## src/design/fcst_pkg.sv

```systemverilog
// fcst_pkg: shared types, codes and default sizes of the set table.
// Used by the channel interfaces, the sequencer, the entry store and the top level.
// No dependencies.
`timescale 1ns / 1ps
`default_nettype none

package fcst_pkg;

  // payload widths of the channels
  localparam int unsigned CMD_W    = 2;
  localparam int unsigned ITEM_W   = 32;
  localparam int unsigned STATUS_W = 2;
  localparam int unsigned COUNT_W  = 5;

  // default sizes handed to the top level
  localparam int unsigned CAPACITY_DEF   = 16;
  localparam int unsigned ITEM_WIDTH_DEF = 32;

  // request opcodes
  typedef enum logic [CMD_W-1:0] {
    CMD_ADD      = 2'd0,
    CMD_REMOVE   = 2'd1,
    CMD_CONTAINS = 2'd2,
    CMD_CLEAR    = 2'd3
  } cmd_e;

  // response status codes
  typedef enum logic [STATUS_W-1:0] {
    ST_DONE    = 2'd0,
    ST_FULL    = 2'd1,
    ST_DUP     = 2'd2,
    ST_MISSING = 2'd3
  } status_e;

  // store port strobes from the sequencer
  typedef struct packed {
    logic rd_en;
    logic wr_en;
  } mem_ctl_t;

endpackage

`default_nettype wire

```

## src/design/fcst_req_if.sv

```systemverilog
// fcst_req_if: request channel (valid/ready with opcode and item value).
// Depends on fcst_pkg for the payload widths.
`timescale 1ns / 1ps
`default_nettype none

interface fcst_req_if;
  logic                        valid;
  logic                        ready;
  logic [fcst_pkg::CMD_W-1:0]  cmd;
  logic [fcst_pkg::ITEM_W-1:0] item;

  modport source (output valid, output cmd, output item, input ready);
  modport sink   (input valid, input cmd, input item, output ready);
endinterface

`default_nettype wire

```

## src/design/fcst_rsp_if.sv

```systemverilog
// fcst_rsp_if: response channel (valid/ready with ok, status and count).
// Depends on fcst_pkg for the payload widths.
`timescale 1ns / 1ps
`default_nettype none

interface fcst_rsp_if;
  logic                          valid;
  logic                          ready;
  logic                          ok;
  logic [fcst_pkg::STATUS_W-1:0] status;
  logic [fcst_pkg::COUNT_W-1:0]  count;

  modport source (output valid, output ok, output status, output count, input ready);
  modport sink   (input valid, input ok, input status, input count, output ready);
endinterface

`default_nettype wire

```

## src/design/fcst_store.sv

```systemverilog
// fcst_store: entry memory of the set table, one write and one registered read per cycle.
// Depends on fcst_pkg (mem_ctl_t).
`timescale 1ns / 1ps
`default_nettype none

module fcst_store #(
  parameter int unsigned CAPACITY   = fcst_pkg::CAPACITY_DEF,
  parameter int unsigned ITEM_WIDTH = fcst_pkg::ITEM_WIDTH_DEF,
  localparam int unsigned AW        = (CAPACITY > 1) ? $clog2(CAPACITY) : 1
) (
  input  wire logic                  clk_i,
  input  wire fcst_pkg::mem_ctl_t    ctl_i,
  input  wire logic [AW-1:0]         waddr_i,
  input  wire logic [ITEM_WIDTH-1:0] wdata_i,
  input  wire logic [AW-1:0]         raddr_i,
  output logic      [ITEM_WIDTH-1:0] rdata_o
);

  logic [ITEM_WIDTH-1:0] mem [CAPACITY];
  logic [ITEM_WIDTH-1:0] rdata_q;

  // write port
  always_ff @(posedge clk_i) begin
    if (ctl_i.wr_en) begin
      mem[waddr_i] <= wdata_i;
    end
  end

  // registered read port
  always_ff @(posedge clk_i) begin
    if (ctl_i.rd_en) begin
      rdata_q <= mem[raddr_i];
    end
  end

  assign rdata_o = rdata_q;

endmodule

`default_nettype wire

```

## src/design/fcst_seq.sv

```systemverilog
// fcst_seq: request sequencer of the set table: linear scan with one shared comparator,
// fill count, swap-with-last removal and the response register.
// Depends on fcst_pkg, fcst_req_if, fcst_rsp_if; drives the fcst_store ports.
`timescale 1ns / 1ps
`default_nettype none

module fcst_seq #(
  parameter int unsigned CAPACITY   = fcst_pkg::CAPACITY_DEF,
  parameter int unsigned ITEM_WIDTH = fcst_pkg::ITEM_WIDTH_DEF,
  localparam int unsigned AW        = (CAPACITY > 1) ? $clog2(CAPACITY) : 1,
  localparam int unsigned CW        = $clog2(CAPACITY + 1)
) (
  input  wire logic                  clk_i,
  input  wire logic                  rst_ni,
  fcst_req_if.sink                   req_i,
  fcst_rsp_if.source                 rsp_o,
  output fcst_pkg::mem_ctl_t         mem_ctl_o,
  output logic      [AW-1:0]         mem_waddr_o,
  output logic      [ITEM_WIDTH-1:0] mem_wdata_o,
  output logic      [AW-1:0]         mem_raddr_o,
  input  wire logic [ITEM_WIDTH-1:0] mem_rdata_i
);

  // sequencer states
  localparam logic [2:0] S_IDLE = 3'd0;
  localparam logic [2:0] S_SCAN = 3'd1;
  localparam logic [2:0] S_MVRD = 3'd2;
  localparam logic [2:0] S_MVWR = 3'd3;
  localparam logic [2:0] S_DONE = 3'd4;

  localparam logic [CW-1:0] FULL_CNT = CW'(CAPACITY);
  localparam logic [CW-1:0] ONE_CNT  = CW'(1);

  logic [2:0]             state_q, state_d;
  logic [CW-1:0]          fill_q, fill_d;
  logic [CW-1:0]          idx_q, idx_d;
  logic                   pend_q, pend_d;
  logic [AW-1:0]          cmp_idx_q, cmp_idx_d;
  logic [AW-1:0]          slot_q, slot_d;
  fcst_pkg::cmd_e         cmd_q, cmd_d;
  logic [ITEM_WIDTH-1:0]  key_q, key_d;
  logic                   res_ok_q, res_ok_d;
  fcst_pkg::status_e      res_st_q, res_st_d;
  logic                   out_vld_q, out_vld_d;
  logic                   out_ok_q, out_ok_d;
  fcst_pkg::status_e      out_st_q, out_st_d;
  logic [fcst_pkg::COUNT_W-1:0] out_cnt_q, out_cnt_d;

  logic hit;
  logic more;
  logic out_free;

  // shared comparator on the entry just read
  assign hit      = pend_q && (mem_rdata_i == key_q);
  assign more     = idx_q < fill_q;
  assign out_free = !out_vld_q || rsp_o.ready;

  assign req_i.ready = (state_q == S_IDLE);

  // store address and data selection
  assign mem_raddr_o = (state_q == S_MVRD) ? AW'(fill_q - ONE_CNT) : idx_q[AW-1:0];
  assign mem_waddr_o = (state_q == S_MVWR) ? slot_q : fill_q[AW-1:0];
  assign mem_wdata_o = (state_q == S_MVWR) ? mem_rdata_i : key_q;

  // sequencer
  always_comb begin
    state_d          = state_q;
    fill_d           = fill_q;
    idx_d            = idx_q;
    pend_d           = 1'b0;
    cmp_idx_d        = cmp_idx_q;
    slot_d           = slot_q;
    cmd_d            = cmd_q;
    key_d            = key_q;
    res_ok_d         = res_ok_q;
    res_st_d         = res_st_q;
    mem_ctl_o.rd_en  = 1'b0;
    mem_ctl_o.wr_en  = 1'b0;
    unique case (state_q)
      S_IDLE: begin
        if (req_i.valid) begin
          cmd_d = fcst_pkg::cmd_e'(req_i.cmd);
          key_d = ITEM_WIDTH'(req_i.item);
          idx_d = '0;
          if (fcst_pkg::cmd_e'(req_i.cmd) == fcst_pkg::CMD_CLEAR) begin
            fill_d   = '0;
            res_ok_d = 1'b1;
            res_st_d = fcst_pkg::ST_DONE;
            state_d  = S_DONE;
          end else begin
            state_d = S_SCAN;
          end
        end
      end
      S_SCAN: begin
        if (hit) begin
          // item is held at cmp_idx_q
          unique case (cmd_q)
            fcst_pkg::CMD_ADD: begin
              res_ok_d = 1'b0;
              res_st_d = fcst_pkg::ST_DUP;
              state_d  = S_DONE;
            end
            fcst_pkg::CMD_REMOVE: begin
              slot_d  = cmp_idx_q;
              state_d = S_MVRD;
            end
            default: begin
              res_ok_d = 1'b1;
              res_st_d = fcst_pkg::ST_DONE;
              state_d  = S_DONE;
            end
          endcase
        end else if (!more) begin
          // scan exhausted, item absent
          state_d = S_DONE;
          if (cmd_q == fcst_pkg::CMD_ADD) begin
            if (fill_q >= FULL_CNT) begin
              res_ok_d = 1'b0;
              res_st_d = fcst_pkg::ST_FULL;
            end else begin
              mem_ctl_o.wr_en = 1'b1;
              fill_d          = fill_q + ONE_CNT;
              res_ok_d        = 1'b1;
              res_st_d        = fcst_pkg::ST_DONE;
            end
          end else begin
            res_ok_d = 1'b0;
            res_st_d = fcst_pkg::ST_MISSING;
          end
        end else begin
          // fetch the next filled entry
          mem_ctl_o.rd_en = 1'b1;
          pend_d          = 1'b1;
          cmp_idx_d       = idx_q[AW-1:0];
          idx_d           = idx_q + ONE_CNT;
        end
      end
      S_MVRD: begin
        mem_ctl_o.rd_en = 1'b1;
        state_d         = S_MVWR;
      end
      S_MVWR: begin
        // last entry fills the freed slot
        mem_ctl_o.wr_en = 1'b1;
        fill_d          = fill_q - ONE_CNT;
        res_ok_d        = 1'b1;
        res_st_d        = fcst_pkg::ST_DONE;
        state_d         = S_DONE;
      end
      S_DONE: begin
        if (out_free) begin
          state_d = S_IDLE;
        end
      end
      default: begin
        state_d = S_IDLE;
      end
    endcase
  end

  // response register
  always_comb begin
    out_vld_d = out_vld_q;
    out_ok_d  = out_ok_q;
    out_st_d  = out_st_q;
    out_cnt_d = out_cnt_q;
    if (rsp_o.ready) begin
      out_vld_d = 1'b0;
    end
    if (state_q == S_DONE && out_free) begin
      out_vld_d = 1'b1;
      out_ok_d  = res_ok_q;
      out_st_d  = res_st_q;
      out_cnt_d = fcst_pkg::COUNT_W'(fill_q);
    end
  end

  assign rsp_o.valid  = out_vld_q;
  assign rsp_o.ok     = out_ok_q;
  assign rsp_o.status = out_st_q;
  assign rsp_o.count  = out_cnt_q;

  // control state
  always_ff @(posedge clk_i or negedge rst_ni) begin
    if (!rst_ni) begin
      state_q   <= S_IDLE;
      fill_q    <= '0;
      idx_q     <= '0;
      pend_q    <= 1'b0;
      out_vld_q <= 1'b0;
    end else begin
      state_q   <= state_d;
      fill_q    <= fill_d;
      idx_q     <= idx_d;
      pend_q    <= pend_d;
      out_vld_q <= out_vld_d;
    end
  end

  // payload registers
  always_ff @(posedge clk_i) begin
    cmp_idx_q <= cmp_idx_d;
    slot_q    <= slot_d;
    cmd_q     <= cmd_d;
    key_q     <= key_d;
    res_ok_q  <= res_ok_d;
    res_st_q  <= res_st_d;
    out_ok_q  <= out_ok_d;
    out_st_q  <= out_st_d;
    out_cnt_q <= out_cnt_d;
  end

endmodule

`default_nettype wire

```

## src/design/fixed_capacity_set_table.sv

```systemverilog
// fixed_capacity_set_table: top level of the set table.
// Depends on fcst_pkg, fcst_req_if, fcst_rsp_if, fcst_store and fcst_seq.
//
// Usage:
//   req_i carries one request per transaction: cmd (add, remove, contains,
//   clear) and item. rsp_o returns exactly one transaction per request with
//   ok, status and the entry count after the request.
//   Entries sit in a single-port-read memory; the sequencer reads one filled
//   entry per cycle and tests it on one shared comparator, stopping at the
//   first match or at the fill count. A remove that hits then moves the last
//   entry into the freed slot (S_MVRD reads it, S_MVWR writes it). A clear
//   skips the scan. req_i.ready is high only between requests, so a new
//   request is accepted only after the last one has left the sequencer.
//   The response sits in an output register; the next request is accepted
//   while it waits. If rsp_o is stalled when a second result is done, the
//   sequencer holds that result and stays busy until the register frees.
//   Reset (rst_ni low, asynchronous) empties the table at once: no clearing
//   pass, entries beyond the fill count are never read.
`timescale 1ns / 1ps
`default_nettype none

module fixed_capacity_set_table #(
  parameter int unsigned CAPACITY   = fcst_pkg::CAPACITY_DEF,
  parameter int unsigned ITEM_WIDTH = fcst_pkg::ITEM_WIDTH_DEF
) (
  input  wire logic  clk_i,
  input  wire logic  rst_ni,
  fcst_req_if.sink   req_i,
  fcst_rsp_if.source rsp_o
);

  localparam int unsigned AW = (CAPACITY > 1) ? $clog2(CAPACITY) : 1;

  fcst_pkg::mem_ctl_t    mem_ctl;
  logic [AW-1:0]         mem_waddr;
  logic [ITEM_WIDTH-1:0] mem_wdata;
  logic [AW-1:0]         mem_raddr;
  logic [ITEM_WIDTH-1:0] mem_rdata;

  // sequencer and comparator
  fcst_seq #(
    .CAPACITY  (CAPACITY),
    .ITEM_WIDTH(ITEM_WIDTH)
  ) u_seq (
    .clk_i      (clk_i),
    .rst_ni     (rst_ni),
    .req_i      (req_i),
    .rsp_o      (rsp_o),
    .mem_ctl_o  (mem_ctl),
    .mem_waddr_o(mem_waddr),
    .mem_wdata_o(mem_wdata),
    .mem_raddr_o(mem_raddr),
    .mem_rdata_i(mem_rdata)
  );

  // entry memory
  fcst_store #(
    .CAPACITY  (CAPACITY),
    .ITEM_WIDTH(ITEM_WIDTH)
  ) u_store (
    .clk_i  (clk_i),
    .ctl_i  (mem_ctl),
    .waddr_i(mem_waddr),
    .wdata_i(mem_wdata),
    .raddr_i(mem_raddr),
    .rdata_o(mem_rdata)
  );

endmodule

`default_nettype wire

```

## src/flat_wrapper.sv

```systemverilog
// flat-port wrapper written by rule: the top's interface ports become plain ports
module fixed_capacity_set_table_flat 
#(
  parameter int unsigned CAPACITY   = fcst_pkg::CAPACITY_DEF,
  parameter int unsigned ITEM_WIDTH = fcst_pkg::ITEM_WIDTH_DEF
)
  (clk_i, rst_ni, req_i_valid, req_i_cmd, req_i_item, req_i_ready, rsp_o_valid, rsp_o_ok, rsp_o_status, rsp_o_count, rsp_o_ready);
  fcst_req_if req_i_i ();
  fcst_rsp_if rsp_o_i ();
  input  wire logic clk_i;
  input  wire logic rst_ni;
  input wire logic [$bits(req_i_i.valid)-1:0] req_i_valid;
  input wire logic [$bits(req_i_i.cmd)-1:0] req_i_cmd;
  input wire logic [$bits(req_i_i.item)-1:0] req_i_item;
  output wire logic [$bits(req_i_i.ready)-1:0] req_i_ready;
  output wire logic [$bits(rsp_o_i.valid)-1:0] rsp_o_valid;
  output wire logic [$bits(rsp_o_i.ok)-1:0] rsp_o_ok;
  output wire logic [$bits(rsp_o_i.status)-1:0] rsp_o_status;
  output wire logic [$bits(rsp_o_i.count)-1:0] rsp_o_count;
  input wire logic [$bits(rsp_o_i.ready)-1:0] rsp_o_ready;
  assign req_i_i.valid = req_i_valid;
  assign req_i_i.cmd = req_i_cmd;
  assign req_i_i.item = req_i_item;
  assign req_i_ready = req_i_i.ready;
  assign rsp_o_valid = rsp_o_i.valid;
  assign rsp_o_ok = rsp_o_i.ok;
  assign rsp_o_status = rsp_o_i.status;
  assign rsp_o_count = rsp_o_i.count;
  assign rsp_o_i.ready = rsp_o_ready;
  fixed_capacity_set_table #(.CAPACITY(CAPACITY), .ITEM_WIDTH(ITEM_WIDTH)) u_core (.clk_i(clk_i), .rst_ni(rst_ni), .req_i(req_i_i), .rsp_o(rsp_o_i));
endmodule
```

## config.mk

```make
export PLATFORM = sky130hd
export DESIGN_NAME = fixed_capacity_set_table_flat
export DESIGN_NICKNAME = d
export VERILOG_FILES = /design/src/design/fcst_pkg.sv /design/src/design/fcst_req_if.sv /design/src/design/fcst_rsp_if.sv /design/src/design/fcst_store.sv /design/src/design/fcst_seq.sv /design/src/design/fixed_capacity_set_table.sv /design/src/flat_wrapper.sv
export SDC_FILE = /design/constraint.sdc
export NUM_CORES = 1
export LEC_CHECK = 0
export BUFFER_PORTS_ARGS = -buffer_cell sky130_fd_sc_hd__buf_4
export CELL_PAD_IN_SITES_DETAIL_PLACEMENT = 0
export CELL_PAD_IN_SITES_GLOBAL_PLACEMENT = 1
export CORE_MARGIN = 1.5
export CORE_UTILIZATION = 55
export CTS_BUF_LIST = sky130_fd_sc_hd__clkbuf_4
export CTS_CLUSTER_DIAMETER = 100
export DETAILED_ROUTE_END_ITERATION = 6
export GPL_TIMING_DRIVEN = 0
export PLACE_DENSITY = 0.89
export SKIP_CTS_REPAIR_TIMING = 1
export SYNTH_ARGS = -nofsm -noshare
export SYNTH_HDL_FRONTEND = slang
export SYNTH_SLANG_ARGS = --single-unit
export TNS_END_PERCENT = 1
```

## constraint.sdc

```tcl
create_clock -name clk_i -period 8.9 [get_ports clk_i]
set_input_delay 0.445 -clock clk_i [delete_from_list [all_inputs] [get_ports clk_i]]
set_output_delay 0.445 -clock clk_i [all_outputs]
set_load 0.02 [all_outputs]
```

==> results_dict.tcl <==
set metrics [dict create \
    cap_violations 0 \
    cts_tree "built" \
    finalCritPeriodShare_pct 53.0 \
    crit_path_start_kind "flop" \
    die_y_um 213 \
    finalNetCount 1478 \
    p_sw_share_pct 26.1 \
    multi_input_area_sq_um 5600 \
    synth_nets 1219 \
    nFillCells 2894 \
    overflow 0 \
    die_width_um 213 \
    internal_power_uw 4910 \
    layout_common_cells "597 x edfxtp_1, 209 x clkbuf_4, 128 x mux4_2" \
    pin_count 48 \
    clkPwrFrac_pct 33.4 \
    ir_drop_mv 0.138 \
    grt_pass1_wl_mm 81.4 \
    final.setup.tns_ns 0 \
    hp-class "in -> reg" \
    drc 0 \
    slew_headroom_pct 17.2 \
    seqPwrFrac_pct 52.0 \
    yosys.cell_types.count 44 \
    synthCells 1173 \
    final_common_cell "edfxtp_1" \
    root_buffer "clkbuf_4" \
    die_area_sq_um 45200 \
    crit_fanout 18 \
    setup_violations 0 \
    placed_area_sq_um 25800 \
    clockBufferDepth 3 \
    worstPathArrival_ns 5.33 \
    synth_seq_area_share_pct 75.8 \
    rsz0062_at_grt "false" \
    critPathKind "reg -> reg" \
    ys_seq_elements 612 \
    drtAntennaViolNets 0 \
    antenna_found_initial 3 \
    power_switching_uw 1730 \
    gp_congestion 0.850 \
    track_usage_pct 25.7 \
    avgSynthCellArea_sq_um 20.6 \
    start_util_pct 56.0 \
    dr.pass1.iters 5 \
    wl_per_cell_um 26.3 \
    synthTopCellsByArea "edfxtp_1 74%, mux4_2 12%, dfrtp_1 1.6%, mux2_2 1.5%, mux2i_1 1.5%" \
    clk_pin_slew_ns 0.06 \
    cp.required_ns 9.51 \
    synth_top_area_cell "edfxtp_1" \
    crit_path_cell_trace "xnor2_1, nand3_1, nor3_1, nand4_1, a21o_1, clkbuf_1, o21ai_1, nor2_4, buf_16" \
    status "finished clean" \
    routed_wl_mm 55.7 \
    cp-end-kind "flop" \
    final_util_pct 64.9 \
    dr.first_iter.drc_count 1531 \
    fmax_ghz 0.212 \
    finClkSkew_ns 0.0498 \
    seq_area_sq_um 18300 \
    cts.sinks 612 \
    grt_max_degree 23 \
    routed-via-count 12900 \
    crit_path_top_delay_cell "nand4_1" \
    clk_latency_ns 0.90 \
    p_comb_share_pct 14.7 \
    viasPerCell 6.12 \
    report.final.slew_viol_count 0 \
    tightest_slew_ns 1.23 \
    critPathMaxStageDelay_ns 0.79 \
    core_area_sq_um 43200 \
    period_minus_slack_ns 4.72 \
    htree_levels 4 \
    numCtsBuffers 152 \
    rows 76 \
    drive_above_1_share_pct 33.6 \
    p_per_area_nw_per_um2 237 \
    synth_area_sq_um 24200 \
    yosysWarnings 0 \
    finalInstanceArea_sq_um 28000 \
    netlist.area_leader.share_pct 74.2 \
    port_buffers 47 \
    area_delta_synth_final_pct 15.9 \
    dp_hpwl_mm 33.9 \
    hold_viol_final 0 \
    power.leakage_uw 0.00931 \
    grt_pass1_vias 13100 \
]
## area by class of cell
cell class | instances | share of cell area [%]
clock buffers | 209 | 5.60
diodes | 3 | 0.0268
flip-flops and latches | 612 | 65.4
inverters | 9 | 0.121
multi-input cells | 493 | 20.0
repair buffers | 105 | 4.19
plain buffers | 59 | 1.20
clock inverters | 42 | 0.858
well taps | 585 | 2.61
## layer usage
metal / track usage [%] / vias up / routed length [um] / part of all wire (%)
li1: - / 5451 / - / -
met1: 33.7 / 6581 / 20800 / 37
met2: 40.3 / 778 / 27000 / 49
met3: 7.95 / 137 / 6070 / 11
met4: 10.6 / 2 / 1760 / 3.2
met5: 0 / - / 13 / 0.023
## final timing paths
check / slack (ns) / start / cells after the start / end
setup / recovery: 4.18 / u_core.u_seq.key_q[26]$_DFFE_PP_ / 9 / u_core.u_store.mem[9][19]$_DFFE_PP_
hold / removal: 0.26 / req_i_item[24] / 2 / u_core.u_seq.key_q[24]$_DFFE_PP_
setup reg to reg: 4.18 / u_core.u_seq.key_q[26]$_DFFE_PP_ / 9 / u_core.u_store.mem[9][19]$_DFFE_PP_
hold reg to reg: 0.43 / u_core.u_seq.cmp_idx_q[0]$_DFFE_PP_ / 0 / u_core.u_seq.slot_q[0]$_DFFE_PP_
max in group asynchronous: 7.62 / rst_ni / 3 / u_core.u_seq.fill_q[3]$_DFFE_PN0P_
min in group asynchronous: 0.77 / rst_ni / 3 / u_core.u_seq.fill_q[1]$_DFFE_PN0P_
## cells by family after synthesis
logic type / after synthesis / synth area share [%]
AOI/OAI and AO/OA: 110 / 2.83
xor gates and xnor gates: 36 / 1.31
adders and majority gates: 8 / 0.414
buffers and inverters: 68 / 1.53
DFF: 612 / 75.8
muxes: 196 / 14.9
and+or+nand+nor: 143 / 3.22
## state kept, by name, summed over array words and instances (netlist names)
name / flops
u_core.u_seq.fill_q: 5
u_core.u_seq.key_q: 32
u_core.u_store.rdata_o: 32
u_core.u_seq.idx_q: 5
u_core.u_seq.cmp_idx_q: 4
u_core.u_seq.pend_q: 1
u_core.u_seq.res_st_q: 2
u_core.u_seq.rsp_o.ok: 1
u_core.u_store.mem: 512
u_core.u_seq.cmd_q: 2
u_core.u_seq.rsp_o.status: 2
u_core.u_seq.res_ok_q: 1
u_core.u_seq.rsp_o.count: 5
u_core.u_seq.state_q: 3
u_core.u_seq.rsp_o.valid: 1
u_core.u_seq.slot_q: 4
## synthesized netlist by cell type
library cell,n
edfxtp_1,597
mux4_2,128
a21oi_1,48
nor2b_1,36
mux2i_1,35
a211oi_1,33
mux2_2,33
xnor2_1,30
nor2_1,27
clkbuf_1,23
nand2_1,23
buf_2,20
dfrtp_1,15
nand4_1,12
nor3_1,12
buf_6,10
inv_1,9
ha_1,8
o21ai_0,8
nand2b_1,6
nand3_1,6
nor3b_1,6
xor2_1,6
and3_1,5
a31oi_1,4
buf_4,4
a22o_1,3
nor4b_1,3
a21o_1,2
and2_1,2
buf_1,2
o21ai_1,2
o21bai_1,2
o22ai_1,2
o32ai_1,2
a31o_2,1
a41oi_1,1
nand3b_1,1
nand4b_1,1
nor3b_4,1
nor4_1,1
o211ai_1,1
o21ai_2,1
or2_2,1
## through the flow
stage          hold slack (ns)  instances  setup WS (ns)  power, uW
2_1_floorplan            0.149       1173           5.09       4140
3_3_place_gp             0.318       1805           2.85       4410
3_5_place_dp             0.323       1825           4.29       4470
4_1_cts                 -0.648       2076           4.24       6670
5_1_grt                  0.192       2117           4.05       6900
6_report                 0.265       2117           4.18       6640
## critical path: cells and delay by family, from the launching register on
kind	cells	cell delay, ns
buffers and inverters	2	0.50
XOR/XNOR	1	0.46
flip-flops	1	0.47
AO/OA/AOI/OAI	2	0.89
AND/OR/NAND/NOR	4	2.07
## power groups by stage
stage          Sequential, uW  Clock [uW]  Combinational [uW]
3_3_place_gp             3510           0                 901
3_5_place_dp             3510           0                 958
5_1_grt                  3460        2400                1040
4_1_cts                  3450        2260                 960
6_report                 3450        2220                 974
2_1_floorplan            3500           0                 634
Note: power is estimated with default switching activity, not from simulation.
